[src/dqpt_pkg.sv]
package dqpt_pkg;

  localparam int unsigned WORD_W   = 32;
  localparam int unsigned OPND_W   = WORD_W + 1;
  localparam int unsigned NUM_REGS = 8;
  localparam int unsigned IDX_W    = 3;

  // Configuration register indexes
  localparam logic [IDX_W-1:0] REG_ROT_W   = 3'd0;
  localparam logic [IDX_W-1:0] REG_ROT_X   = 3'd1;
  localparam logic [IDX_W-1:0] REG_ROT_Y   = 3'd2;
  localparam logic [IDX_W-1:0] REG_ROT_Z   = 3'd3;
  localparam logic [IDX_W-1:0] REG_TRANS_W = 3'd4;
  localparam logic [IDX_W-1:0] REG_TRANS_X = 3'd5;
  localparam logic [IDX_W-1:0] REG_TRANS_Y = 3'd6;
  localparam logic [IDX_W-1:0] REG_TRANS_Z = 3'd7;

  typedef struct packed {
    logic signed [WORD_W-1:0] w;
    logic signed [WORD_W-1:0] x;
    logic signed [WORD_W-1:0] y;
    logic signed [WORD_W-1:0] z;
  } quat_t;

  // One extra bit so that negating the most negative value does not wrap
  typedef struct packed {
    logic signed [OPND_W-1:0] w;
    logic signed [OPND_W-1:0] x;
    logic signed [OPND_W-1:0] y;
    logic signed [OPND_W-1:0] z;
  } quat_ext_t;

  typedef struct packed {
    logic                     ovf;
    logic signed [WORD_W-1:0] val;
  } sat_t;

  typedef struct packed {
    logic signed [WORD_W-1:0] x;
    logic signed [WORD_W-1:0] y;
    logic signed [WORD_W-1:0] z;
    logic                     ovf;
  } result_t;

  // Clamp a 33-bit sum to the 32-bit signed range
  function automatic sat_t sat33(input logic signed [OPND_W-1:0] v);
    sat_t s;
    s.ovf = v[OPND_W-1] ^ v[WORD_W-1];
    if (!s.ovf) begin
      s.val = v[WORD_W-1:0];
    end else if (v[OPND_W-1]) begin
      s.val = {1'b1, {(WORD_W-1){1'b0}}};
    end else begin
      s.val = {1'b0, {(WORD_W-1){1'b1}}};
    end
    return s;
  endfunction

  function automatic quat_ext_t qext(input quat_t q);
    quat_ext_t r;
    r.w = {q.w[WORD_W-1], q.w};
    r.x = {q.x[WORD_W-1], q.x};
    r.y = {q.y[WORD_W-1], q.y};
    r.z = {q.z[WORD_W-1], q.z};
    return r;
  endfunction

  // Conjugate at full width
  function automatic quat_ext_t qconj(input quat_t q);
    quat_ext_t r;
    r   = qext(q);
    r.x = -r.x;
    r.y = -r.y;
    r.z = -r.z;
    return r;
  endfunction

endpackage

[src/dqpt_skid.sv]
module dqpt_skid import dqpt_pkg::*; (
  input  logic    clk,
  input  logic    rst_n,
  input  logic    pipe_valid,
  input  result_t pipe_data,
  input  logic    out_stall,
  output logic    hold,
  output logic    out_valid,
  output result_t out_data
);

  logic    skid_valid_r;
  result_t skid_data_r;

  // Catch the last stage's word when the sink stalls, release when taken
  always_ff @(posedge clk) begin
    if (!rst_n) begin
      skid_valid_r <= 1'b0;
    end else if (skid_valid_r) begin
      if (!out_stall) begin
        skid_valid_r <= 1'b0;
      end
    end else if (pipe_valid && out_stall) begin
      skid_valid_r <= 1'b1;
    end
  end

  always_ff @(posedge clk) begin
    if (!skid_valid_r) begin
      skid_data_r <= pipe_data;
    end
  end

  assign hold      = skid_valid_r;
  assign out_valid = skid_valid_r | pipe_valid;
  assign out_data  = skid_valid_r ? skid_data_r : pipe_data;

endmodule

[config.mk]
export PLATFORM = sky130hd
export DESIGN_NAME = dqpt_skid
export DESIGN_NICKNAME = d
export VERILOG_FILES = /design/src/dqpt_pkg.sv /design/src/dqpt_skid.sv
export SDC_FILE = /design/constraint.sdc
export NUM_CORES = 1
export LEC_CHECK = 0
export ABC_AREA = 1
export BUFFER_PORTS_ARGS = -buffer_cell sky130_fd_sc_hd__buf_2
export CORE_AREA = 5 5 91 93
export CTS_BUF_LIST = sky130_fd_sc_hd__clkbuf_8 sky130_fd_sc_hd__clkbuf_16
export DETAILED_ROUTE_END_ITERATION = 12
export DIE_AREA = 0 0 96 98
export PLACE_DENSITY = 0.82
export SLEW_MARGIN = 20
export SYNTH_ARGS = -nofsm -noshare
export SYNTH_HDL_FRONTEND = slang
export SYNTH_SLANG_ARGS = --single-unit
[constraint.sdc]
create_clock -name clk -period 1.8 [get_ports clk]
set_input_delay 0.36 -clock clk [delete_from_list [all_inputs] [get_ports clk]]
set_output_delay 0.36 -clock clk [all_outputs]
set_load 0.005 [all_outputs]
==> run metrics <==
Yosys warning count 0; unrepaired setup endpoints after global routing yes; sequential share of the synthesized area 61.1%; final WL 8.21 mm; CTS Root Cell clkbuf_8; outcome completed; MaxCap Viol Count 0; most common cell after layout, fill and taps aside nand2_1; Critical Path Fanout Max 57; Worst R2R Setup Slack 0.86 ns; routed len/inst 11.5 µm; GRT overflow 0; die area 9410 µm²; Hold Crit Class primary input to flip-flop; PD cells roughly 950 nW/µm²; Clock Latency Late Sink 0.34 ns; number of global-route vias before repair about 3000; routability congestion estimate 0.789; # rows 32; 1st-iter DRT viols slightly below 90; Tot GR Track Use 17.2%; htree depth 3; layout cells sized above 1 36.2%; worst vdd ir 0.000666 V; Worst Path Arrival 1.34 ns; Synth area leaders dfxtp_1 (61%), nand2_1 (34%), buf_2 (2.3%); Post-route DRC 0; TritonCTS clock tree yes; Mean Syn Cell Area 7.74 µm²; leak pwr 2.59 nW; total power between 4 and 5 mW; maximum number of pins on one net before global-route repair 58; post-route insts no fill 715; crit start category flip-flop; FMAX 0.590 GHz; area delta synth->final 38.4%; Slew HR 82.5%; Inst Count DP 699; core region area 7450 µm²; Post-Syn Area 3210 µm²; die extent in x approximately 96 µm; Top-Level Pins 200; DRT Pass-1 Iters 4; maximum clock insertion buffer count 2; Final min period 1.70 ns; number of synthesized register bits 98; Final period util 94.2%; initial antenna violation count 0; Final Hold Viols 0; PortBufs 199; Chip Height between 90 and 100 µm; Synthesized Nets 516; half-perimeter wire length after placement 6.30 mm; drt via density 4.37; Gate Count Post-Synth 415; Clock Skew 0.0169 ns; effective utilization at floorplan 43.1%; Antenna Nets Post-Route 0; Worst-path clk slew 0.10 ns; Slew Limit Fails 0; Synth cell types 8; Num CTS Buffers 9; cell accounting for the most synthesized area dfxtp_1; Synth top area share 61.1%; routed vias 3124; global-route wire length before repair 13.0 mm; critical path endpoint category output pin; Final setup viols 0; Worst Tran Pin Value 0.262 ns; WP data required about 1.4 ns; Antenna diodes 0; critical path type flip-flop to output pin; commonest cells after routing, fill and taps aside nand2_1 (290), buf_2 (199), dfxtp_1 (97); Post-CTS Setup Inserts 0; Num Clock Sinks 98; nets 709
## sequential cells by signal, summed over array words and instances, names as in the netlist
name         flops
hold             1
skid_data_r     97
## timing repair
action	CTS	global route
hold buffers	0	0
hold endpoints to repair	0	0
resized for setup	2	5
endpoints found under the setup margin	55	59
## metrics by stage
stage / worst slack, ns / area, µm² / hold slack [ns] / utilization [%] / setup TNS (ns)
final: 0.104 / 4440 / 0.214 / 59.7 / 0
after detailed placement: 0.329 / 4250 / 0.432 / 57.1 / 0
after global routing: -0.0131 / 4440 / 0.189 / 59.7 / -0.0449
after CTS: 0.0493 / 4430 / 0.190 / 59.5 / 0
after global placement: 0.368 / 4250 / 0.425 / 57.1 / 0
after floorplan: 0.541 / 3210 / 0.439 / - / 0
## final timing paths
kind | start | end | cells after the start
max | hold | out_data[18] | 5
min reg2reg | skid_data_r[95] | skid_data_r[95] | 2
max reg2reg | hold | hold | 3
min | pipe_data[41] | skid_data_r[41] | 3
## layer usage
| metal | vias to the layer above | global-route usage, % | wire, µm |
|---|---|---|---|
| met5 | - | 0 | 0 |
| met4 | 0 | 6.46 | 143 |
| met3 | 13 | 6.16 | 835 |
| met2 | 126 | 30.4 | 3990 |
| met1 | 1350 | 18.4 | 3240 |
| li1 | 1635 | - | - |
## area by class of cell
cell class,count,area [µm²]
Clock buffer,9,124
Timing Repair Buffer,203,1070
Clock inverter,7,47.5
Tap cell,102,128
Sequential cell,98,1960
Inverter,2,7.51
Multi-Input combinational cell,294,1110
Fill cell,721,3000
## critical path: stages (launching register included)
cell     delay (ns)
dfxtp_2        0.36
inv_2          0.09
buf_12         0.23
nand2_1        0.08
nand2_1        0.09
buf_2          0.12
## cell usage after synthesis
library cell	number
inv_2	1
inv_1	1
buf_2	15
buf_6	5
dfxtp_1	98
nand2_1	292
buf_4	1
nor2_1	2
## report_power, final
group	leakage [nW]	total, mW	switching, mW	internal [mW]
combinational	1.67	0.591	0.311	0.279
clock	0.0904	1.22	0.715	0.500
sequential	0.827	2.40	0.0489	2.35
total	2.59	4.21	1.08	3.13
## cells by family after synthesis
group / share of synthesized area (%)
AND/OR/NAND/NOR: 34.4
buffers and inverters: 4.56
flip-flops: 61.1
(Power assumes the default switching activity.)
