==> config.mk <==
export PLATFORM = sky130hd
export DESIGN_NAME = dqpt_qsum
export DESIGN_NICKNAME = d
export VERILOG_FILES = /design/src/dqpt_pkg.sv /design/src/dqpt_qsum.sv
export SDC_FILE = /design/constraint.sdc
export NUM_CORES = 1
export LEC_CHECK = 0
export BUFFER_PORTS_ARGS = -buffer_cell sky130_fd_sc_hd__buf_2
export CAP_MARGIN = 20
export CORE_AREA = 10 10 354 356
export CTS_BUF_LIST = sky130_fd_sc_hd__clkbuf_16
export DETAILED_ROUTE_END_ITERATION = 16
export DIE_AREA = 0 0 364 366
export PLACE_DENSITY = 0.46
export REMOVE_ABC_BUFFERS = 1
export SLEW_MARGIN = 20
export SYNTH_ARGS = -nofsm -noshare
export SYNTH_HDL_FRONTEND = slang
export SYNTH_SLANG_ARGS = --single-unit
==> constraint.sdc <==
create_clock -name clk -period 15.7 [get_ports clk]
set_clock_uncertainty 0.2 [all_clocks]
set_input_delay 0.785 -clock clk [delete_from_list [all_inputs] [get_ports clk]]
set_output_delay 0.785 -clock clk [all_outputs]
set_load 0.005 [all_outputs]
==> src/dqpt_pkg.sv <==
package dqpt_pkg;

  localparam int unsigned WORD_W   = 32;
  localparam int unsigned OPND_W   = WORD_W + 1;
  localparam int unsigned NUM_REGS = 8;
  localparam int unsigned IDX_W    = 3;

  // Configuration register indexes
  localparam logic [IDX_W-1:0] REG_ROT_W   = 3'd0;
  localparam logic [IDX_W-1:0] REG_ROT_X   = 3'd1;
  localparam logic [IDX_W-1:0] REG_ROT_Y   = 3'd2;
  localparam logic [IDX_W-1:0] REG_ROT_Z   = 3'd3;
  localparam logic [IDX_W-1:0] REG_TRANS_W = 3'd4;
  localparam logic [IDX_W-1:0] REG_TRANS_X = 3'd5;
  localparam logic [IDX_W-1:0] REG_TRANS_Y = 3'd6;
  localparam logic [IDX_W-1:0] REG_TRANS_Z = 3'd7;

  typedef struct packed {
    logic signed [WORD_W-1:0] w;
    logic signed [WORD_W-1:0] x;
    logic signed [WORD_W-1:0] y;
    logic signed [WORD_W-1:0] z;
  } quat_t;

  // One extra bit so that negating the most negative value does not wrap
  typedef struct packed {
    logic signed [OPND_W-1:0] w;
    logic signed [OPND_W-1:0] x;
    logic signed [OPND_W-1:0] y;
    logic signed [OPND_W-1:0] z;
  } quat_ext_t;

  typedef struct packed {
    logic                     ovf;
    logic signed [WORD_W-1:0] val;
  } sat_t;

  typedef struct packed {
    logic signed [WORD_W-1:0] x;
    logic signed [WORD_W-1:0] y;
    logic signed [WORD_W-1:0] z;
    logic                     ovf;
  } result_t;

  // Clamp a 33-bit sum to the 32-bit signed range
  function automatic sat_t sat33(input logic signed [OPND_W-1:0] v);
    sat_t s;
    s.ovf = v[OPND_W-1] ^ v[WORD_W-1];
    if (!s.ovf) begin
      s.val = v[WORD_W-1:0];
    end else if (v[OPND_W-1]) begin
      s.val = {1'b1, {(WORD_W-1){1'b0}}};
    end else begin
      s.val = {1'b0, {(WORD_W-1){1'b1}}};
    end
    return s;
  endfunction

  function automatic quat_ext_t qext(input quat_t q);
    quat_ext_t r;
    r.w = {q.w[WORD_W-1], q.w};
    r.x = {q.x[WORD_W-1], q.x};
    r.y = {q.y[WORD_W-1], q.y};
    r.z = {q.z[WORD_W-1], q.z};
    return r;
  endfunction

  // Conjugate at full width
  function automatic quat_ext_t qconj(input quat_t q);
    quat_ext_t r;
    r   = qext(q);
    r.x = -r.x;
    r.y = -r.y;
    r.z = -r.z;
    return r;
  endfunction

endpackage

==> src/dqpt_qsum.sv <==
module dqpt_qsum import dqpt_pkg::*; #(
  parameter int FRAC_BITS = 16
) (
  input  logic                                 clk,
  input  logic                                 rst_n,
  input  logic                                 en,
  input  logic signed [2*OPND_W-FRAC_BITS-1:0] prod [16],
  output quat_t                                sum_r,
  output logic                                 ovf_r
);

  localparam int RND_W = 2 * OPND_W - FRAC_BITS;
  localparam int SUM_W = RND_W + 2;
  localparam logic signed [SUM_W-1:0] MAXV = (SUM_W'(1) << (WORD_W - 1)) - SUM_W'(1);
  localparam logic signed [SUM_W-1:0] MINV = -(SUM_W'(1) << (WORD_W - 1));

  logic signed [SUM_W-1:0] pe [16];
  logic signed [SUM_W-1:0] s  [4];
  logic signed [WORD_W-1:0] v [4];
  logic [3:0]               hit;

  for (genvar k = 0; k < 16; k++) begin : g_ext
    assign pe[k] = SUM_W'(prod[k]);
  end

  // Hamilton product: product k is a component (k/4) times b component (k%4)
  assign s[0] = pe[0]  - pe[5]  - pe[10] - pe[15];
  assign s[1] = pe[1]  + pe[4]  + pe[11] - pe[14];
  assign s[2] = pe[2]  - pe[7]  + pe[8]  + pe[13];
  assign s[3] = pe[3]  + pe[6]  - pe[9]  + pe[12];

  // Saturate each component to 32 bits
  always_comb begin
    for (int k = 0; k < 4; k++) begin
      hit[k] = 1'b0;
      v[k]   = s[k][WORD_W-1:0];
      if (s[k] > MAXV) begin
        hit[k] = 1'b1;
        v[k]   = MAXV[WORD_W-1:0];
      end else if (s[k] < MINV) begin
        hit[k] = 1'b1;
        v[k]   = MINV[WORD_W-1:0];
      end
    end
  end

  always_ff @(posedge clk) begin
    if (en) begin
      sum_r.w <= v[0];
      sum_r.x <= v[1];
      sum_r.y <= v[2];
      sum_r.z <= v[3];
    end
  end

  always_ff @(posedge clk) begin
    if (!rst_n) begin
      ovf_r <= 1'b0;
    end else if (en) begin
      ovf_r <= |hit;
    end
  end

endmodule

==> results.sh, run 1 <==
export IMPL_fin_crit_sh_pct=43.5
export IMPL_start_util_pct=26.0
export IMPL_power_frac_seq_pct=14.0
export IMPL_cts_setup_buffers=0
export IMPL_post_cts_resized=0
export IMPL_drt_wl_total_mm=126
export IMPL_hold_path_class="in2reg"
export IMPL_synth_area_leader_cell="fa_1"
export IMPL_firstDrtPassIters=5
export IMPL_critPathCaptureType="flip-flop"
export IMPL_synthArstFlopShare_pct=0
export IMPL_hold_depth=3
export IMPL_synthCells=3854
export IMPL_synthFlopType="edfxtp_1"
export IMPL_postLayoutCoreUtil_pct=31.8
export IMPL_synth_top_family_by_area="adder cells"
export IMPL_htree_levels=4
export IMPL_nets=6109
export IMPL_worst_hold_slack_ns=0.430
export IMPL_ys_seq_area_share_pct=12.6
export IMPL_crit_arrival_ns=6.96
export IMPL_wl_met1_mm=52.3
export IMPL_cp_cell_sequence="buf_2 > fa_1 > inv_1 > fa_1 > inv_1 > ha_1 > fa_1 > a211oi_1 > o211ai_1 > a41o_1 > a41oi_2 > a21oi_1 > nor4b_1 > nor4bb_1 > nand4_1 > nor4_1 > nand4_1 > a2111oi_2 > a21oi_1"
export IMPL_ys_types=96
export IMPL_drv_slew=0
export IMPL_grt_max_degree=50
export IMPL_synth_warnings=0
export IMPL_grt_ovfl_total=0
export IMPL_core_area_sq_um=118000
export IMPL_yosys_area_share_simple_pct=12.4
export IMPL_synth_compound_gate_area_share_pct=19.1
export IMPL_tightest_slew_ns=0.915
export IMPL_ir_drop_uv=65.5
export IMPL_drt_antenna_violating_nets=0
export IMPL_cts_num_sinks=129
export IMPL_syn_area_per_cell_sq_um=7.94
export IMPL_wl_met2_mm=61.7
export IMPL_grt_setup_unrepaired="no"
export IMPL_route_detailed_drc=0
export IMPL_cts_root_buf="clkbuf_16"
export IMPL_portBuffers=931
export IMPL_worst_path_largest_cell_delay_ns=0.85
export IMPL_drt_iter0_markers=1806
export IMPL_synth_commonest_cells="inv_1, fa_1, a21oi_1"
export IMPL_cap_violations=0
export IMPL_synth_most_common_cell="inv_1"
export IMPL_critPathMostFrequentCell="fa_1"
export IMPL_die_x_um=364
export IMPL_critPathLaunchType="input port"
export IMPL_first_global_vias=30500
export IMPL_hold_violations=0
export IMPL_antenna_found_initial=28
export IMPL_cp_required_ns=15.83
export IMPL_synth_seq_cells=129
export IMPL_tritoncts="yes"
export IMPL_outcome="complete, no violations"
export IMPL_synth_adder_area_share_pct=34.8
export IMPL_layout_min_cycle_time_ns=6.83
export IMPL_die_area_sq_um=133000
export IMPL_fmax_mhz=146
export IMPL_clk_pin_slew_ns=0.06
export IMPL_path_buf_inv=3
export IMPL_drive_above_1_share_pct=21.7
export IMPL_clkPwrFrac_pct=8.5
export IMPL_top_layer_used="met5"
export IMPL_cts_made_buffers=17
export IMPL_rr_worst_depth=2
export IMPL_dp_hpwl_mm=114
export IMPL_synth_edff_count=128
export IMPL_wl_met3_mm=9.46
export IMPL_holdBufCountCts=0
export IMPL_combPwrFrac_pct=77.5
export IMPL_power_density_nw_per_um2=141
export IMPL_finalSetupViolations=0
export IMPL_power_internal_w=0.00252
export IMPL_gp_congestion=0.925
export IMPL_switching_share_pct=52.5
export IMPL_placementRows=126
export IMPL_ff_latch_area_sq_um=3860
export IMPL_synth_top_cell_area_share_pct=26.4
export IMPL_setup_tns_ns=0
export IMPL_vias_per_cell=4.63
export IMPL_syn2layout_area_growth_pct=22.5
export IMPL_leakage_nw=20.4
export IMPL_cp_top_family="compound AO/OA/AOI/OAI gates"
export IMPL_clk_latency_ns=0.47
export IMPL_grt_pass1_wl_mm=187
export IMPL_vias=29000
export IMPL_routedWlPerCell_um=20.1
export IMPL_chipHeight_um=366
export IMPL_track_usage_pct=18.3
export IMPL_slew_headroom_pct=38.9
export IMPL_worstPathMaxFanout=7
export IMPL_synthMuxAreaShare_pct=0.270
export IMPL_synth_area_leaders="fa_1, inv_1, edfxtp_1, ha_1, a21o_1"
export IMPL_crit_type="in2reg"
export IMPL_synth_xor_area_share_pct=4.55
export IMPL_p_sw_w=0.00278
export IMPL_clk_path_buf_depth=2
export IMPL_slowest_stage="a2111oi_2"
export IMPL_syn_cell_area_sq_um=30600
export IMPL_n_fill_cell=13000
export IMPL_pin_count=932
export IMPL_multi_input_area_sq_um=21800
export IMPL_crit_cells=19
[registers in the layout, indices dropped and copies added, names as in the netlist]
register and cells:
sum_r 128, ovf_r 1
[layout by cell type (no fill, tap or decap), types with 24 or more instances in the layout]
| cell | netlist | routed |
|---|---|---|
| a211oi_1 | 26 | 26 |
| a21o_1 | 187 | 187 |
| a21oi_1 | 251 | 249 |
| a31oi_1 | 24 | 24 |
| and3_1 | 29 | 29 |
| buf_2 | 25 | 930 |
| edfxtp_1 | 128 | 128 |
| fa_1 | 404 | 404 |
| ha_1 | 205 | 205 |
| inv_1 | 1203 | 1206 |
| nand2_1 | 218 | 218 |
| nand3_1 | 60 | 60 |
| nand4_1 | 80 | 80 |
| nor2_1 | 148 | 148 |
| nor3_1 | 55 | 55 |
| nor4_1 | 28 | 28 |
| o211ai_1 | 28 | 28 |
| o21a_1 | 29 | 29 |
| o21ai_0 | 145 | 145 |
| o21bai_1 | 34 | 34 |
| xnor2_1 | 96 | 96 |
| xor2_1 | 63 | 63 |
[final cells by class]
class | count | area share, %
flip-flops and latches | 129 | 10.3
repair buffers | 941 | 12.7
multi-input cells | 2405 | 58.1
well taps | 1536 | 5.13
diodes | 9 | 0.0601
clock buffers | 17 | 1.13
clock inverters | 15 | 0.524
inverters | 1203 | 12.0
[layer usage]
layer,vias up,global-route usage (%)
met5,-,0
li1,14000,-
met4,20,3.91
met1,13800,22.5
met3,94,4.58
met2,991,31.8
[tightest hold or removal path, stage by stage]
cell and delay [ns]:
buf_2 0.13, o21ai_0 0.09, a21oi_1 0.05
[power groups by stage]
stage	clock network, W	registers, W	logic (W)
floorplan	0	0.000753	0.00265
global placement	0	0.000751	0.00412
detailed placement	0	0.000755	0.00410
CTS	0.000465	0.000749	0.00413
global route	0.000477	0.000757	0.00455
finish	0.000451	0.000743	0.00411
[per-stage QoR]
stage	power, W	area [sq um]	std cells	worst slack, ns
floorplan	0.00340	30100	3737	9.42
global route	0.00579	37500	6251	8.44
detailed placement	0.00486	36800	6214	8.30
global placement	0.00487	36800	6213	8.21
CTS	0.00535	37500	6246	8.82
finish	0.00530	37500	6255	8.87
[path summary, 6_finish.rpt]
path         startpoint     to  slack, ns
min               rst_n  ovf_r       0.43
max           prod[151]  ovf_r       8.87
min reg2reg       ovf_r  ovf_r       0.47
max reg2reg       ovf_r  ovf_r      14.72
[cells by family after synthesis]
logic type,Yosys count
muxes,8
and+or+nand+nor,751
AOI/OAI and AO/OA,878
xor gates and xnor gates,159
buffers and inverters,1320
adders and majority gates,609
DFF,129
Note: power is estimated with default switching activity, not from simulation.
==> inputs of run 2 (changes only) <==
--- a/config.mk
+++ b/config.mk
@@ -7,11 +7,11 @@
 export LEC_CHECK = 0
 export BUFFER_PORTS_ARGS = -buffer_cell sky130_fd_sc_hd__buf_2
 export CAP_MARGIN = 20
-export CORE_AREA = 10 10 354 356
+export CORE_AREA = 10 10 357 359
 export CTS_BUF_LIST = sky130_fd_sc_hd__clkbuf_16
 export DETAILED_ROUTE_END_ITERATION = 16
-export DIE_AREA = 0 0 364 366
-export PLACE_DENSITY = 0.46
+export DIE_AREA = 0 0 367 369
+export PLACE_DENSITY = 0.47
 export REMOVE_ABC_BUFFERS = 1
 export SLEW_MARGIN = 20
 export SYNTH_ARGS = -nofsm -noshare
==> constraint.sdc (replaced) <==
create_clock -name clk -period 6.2 [get_ports clk]
set_clock_uncertainty 0.2 [all_clocks]
set_input_delay 0.31 -clock clk [delete_from_list [all_inputs] [get_ports clk]]
set_output_delay 0.31 -clock clk [all_outputs]
set_load 0.005 [all_outputs]
==> run 2 against run 1 <==
Utilization fell by 0.19 points. First-iteration DRC count rose by 3.1%. Hold slack got worse by 0.32 ns. Power rose to 2.6 times the previous value. Sequential power rose to 2.5 times the previous value. Clock power rose to 2.7 times the previous value. Global-route usage fell by 0.62 points. Via count rose by 1.0%. Highest routed layer unchanged. Non-clock buffer count rose by 31.
==> results.sh, run 2 (synthesis gave the netlist of run 1 again) <==
export IMPL_worstPathMaxFanout=7
export IMPL_post_place_ws_ns=-0.259
export IMPL_fmax_mhz=174
export IMPL_die_x_um=367
export IMPL_hold_path_class="in2reg"
export IMPL_rr_worst_depth=2
export IMPL_drt_antenna_violating_nets=0
export IMPL_outcome="complete, no violations"
export IMPL_cts_made_buffers=17
export IMPL_clk_path_buf_depth=2
export IMPL_htree_levels=4
export IMPL_route_detailed_drc=0
export IMPL_drt_iter0_markers=1862
export IMPL_grt_use_met2_pct=30.4
export IMPL_grt_setup_unrepaired="no"
export IMPL_critPathLaunchType="input port"
export IMPL_layout_common_cells="inv_1, buf_2, fa_1, a21oi_1, nand2_1"
export IMPL_worstHoldStart="en"
export IMPL_syn2layout_area_growth_pct=23.9
export IMPL_setup_tns_ns=0
export IMPL_postLayoutCoreUtil_pct=31.6
export IMPL_reg2reg_slack_ns=5.20
export IMPL_first_global_vias=30500
export IMPL_ir_drop_uv=221
export IMPL_cts_num_sinks=129
export IMPL_firstDrtPassIters=6
export IMPL_n_fill_cell=13200
export IMPL_drive_above_1_share_pct=22.3
export IMPL_finalPower_w=0.0136
export IMPL_vias=29300
export IMPL_ff_latch_area_sq_um=3860
export IMPL_fin_ws_ns=0.450
export IMPL_use_met1_pct=22.6
export IMPL_leakage_nw=20.6
export IMPL_multi_input_area_sq_um=21800
export IMPL_antenna_found_initial=35
export IMPL_track_usage_pct=17.6
export IMPL_chipHeight_um=369
export IMPL_drv_slew=0
export IMPL_tightest_slew_ns=0.866
export IMPL_final_common_cell="inv_1"
export IMPL_top_register="sum_r"
export IMPL_grt_ovfl_total=0
export IMPL_start_util_pct=25.5
export IMPL_crit_type="in2reg"
export IMPL_hold_end="sum_r[54]"
export IMPL_fin_crit_sh_pct=92.7
export IMPL_design_area_sq_um=37900
export IMPL_placed_cell_area_sq_um=37200
export IMPL_power_density_nw_per_um2=360
export IMPL_vias_per_cell=4.60
export IMPL_placementRows=127
export IMPL_cts_root_buf="clkbuf_16"
export IMPL_cts_setup_buffers=0
export IMPL_dp_hpwl_mm=111
export IMPL_clk_latency_ns=0.46
export IMPL_grt_busiest_layer="met2"
export IMPL_timing_rr_end="ovf_r"
export IMPL_core_area_sq_um=120000
export IMPL_tritoncts="yes"
export IMPL_finalSetupViolations=0
export IMPL_use_met3_pct=3.73
export IMPL_slew_headroom_pct=41.9
export IMPL_hold_depth=1
export IMPL_clk_pin_slew_ns=0.07
export IMPL_grt_pass1_wl_mm=185
export IMPL_cap_violations=0
export IMPL_drt_wl_total_mm=123
export IMPL_crit_arrival_ns=5.90
export IMPL_largest_register_ffs=128
export IMPL_portBuffers=931
export IMPL_grt_max_degree=54
export IMPL_nets=6140
export IMPL_critPathCaptureType="flip-flop"
export IMPL_r2r_start="ovf_r"
export IMPL_pin_count=932
export IMPL_cp_required_ns=6.35
export IMPL_reg_top3="sum_r x128, ovf_r x1"
export IMPL_routedWlPerCell_um=19.4
export IMPL_hold_violations=0
export IMPL_layout_min_cycle_time_ns=5.75
export IMPL_gp_congestion=0.933
export IMPL_die_area_sq_um=135000
-- run 2: area by class of cell --
class | instances | area share (%)
antenna | 5 | 0.0330
clock inverter | 15 | 0.578
clock buffer | 17 | 1.12
sequential | 129 | 10.2
tap | 1612 | 5.32
timing repair buffer | 972 | 13.3
multi-input combinational | 2405 | 57.5
inverter | 1203 | 11.9
-- run 2: report_power, final --
part           switching [W]  total (W)  internal, W  leakage [nW]
clock               0.000485    0.00120     0.000712         0.313
combinational        0.00638     0.0106      0.00418          19.1
sequential          0.000165    0.00188      0.00172          1.27
-- run 2: worst max path at each step --
stage	cells past startpoint	endpoint	slack [ns]	start
after floorplan	19	sum_r[0]	0.39	prod[301]
after global placement	19	ovf_r	-0.25	prod[151]
after detailed placement	19	ovf_r	-0.26	prod[151]
after CTS	19	ovf_r	0.23	prod[151]
after global routing	19	ovf_r	0.07	prod[151]
final	19	ovf_r	0.45	prod[151]
-- run 2: worst max-delay path: stages --
cell and delay, ns:
buf_2 0.11, fa_1 0.63, inv_1 0.10, fa_1 0.50, inv_1 0.04, ha_1 0.22
fa_1 0.45, a211oi_1 0.34, o211ai_1 0.23, a41o_1 0.35, a41oi_4 0.32, a21oi_1 0.15
nor4b_2 0.35, nor4bb_1 0.40, nand4_1 0.13, nor4_1 0.40, nand4_1 0.32, a2111oi_2 0.43
a21oi_1 0.10
-- run 2: repair_timing --
item | 4_1_cts | 5_1_grt
hold buffers | 1 | 0
hold endpoints to repair | 1 | 0
resized for setup | 0 | 2
setup endpoints to repair | 0 | 1
-- run 2: per-layer routing --
metal,vias up,part of all wire [%]
met5,-,0.12
met4,20,1.7
met3,103,6.6
met2,1048,48
met1,14000,43
li1,14100,-
-- run 2: per-stage QoR --
stage	hold slack (ns)	cells
floorplan	0.222	3737
global placement	0.419	6320
detailed placement	0.417	6320
CTS	0.0784	6353
global route	0.102	6355
finish	0.114	6358
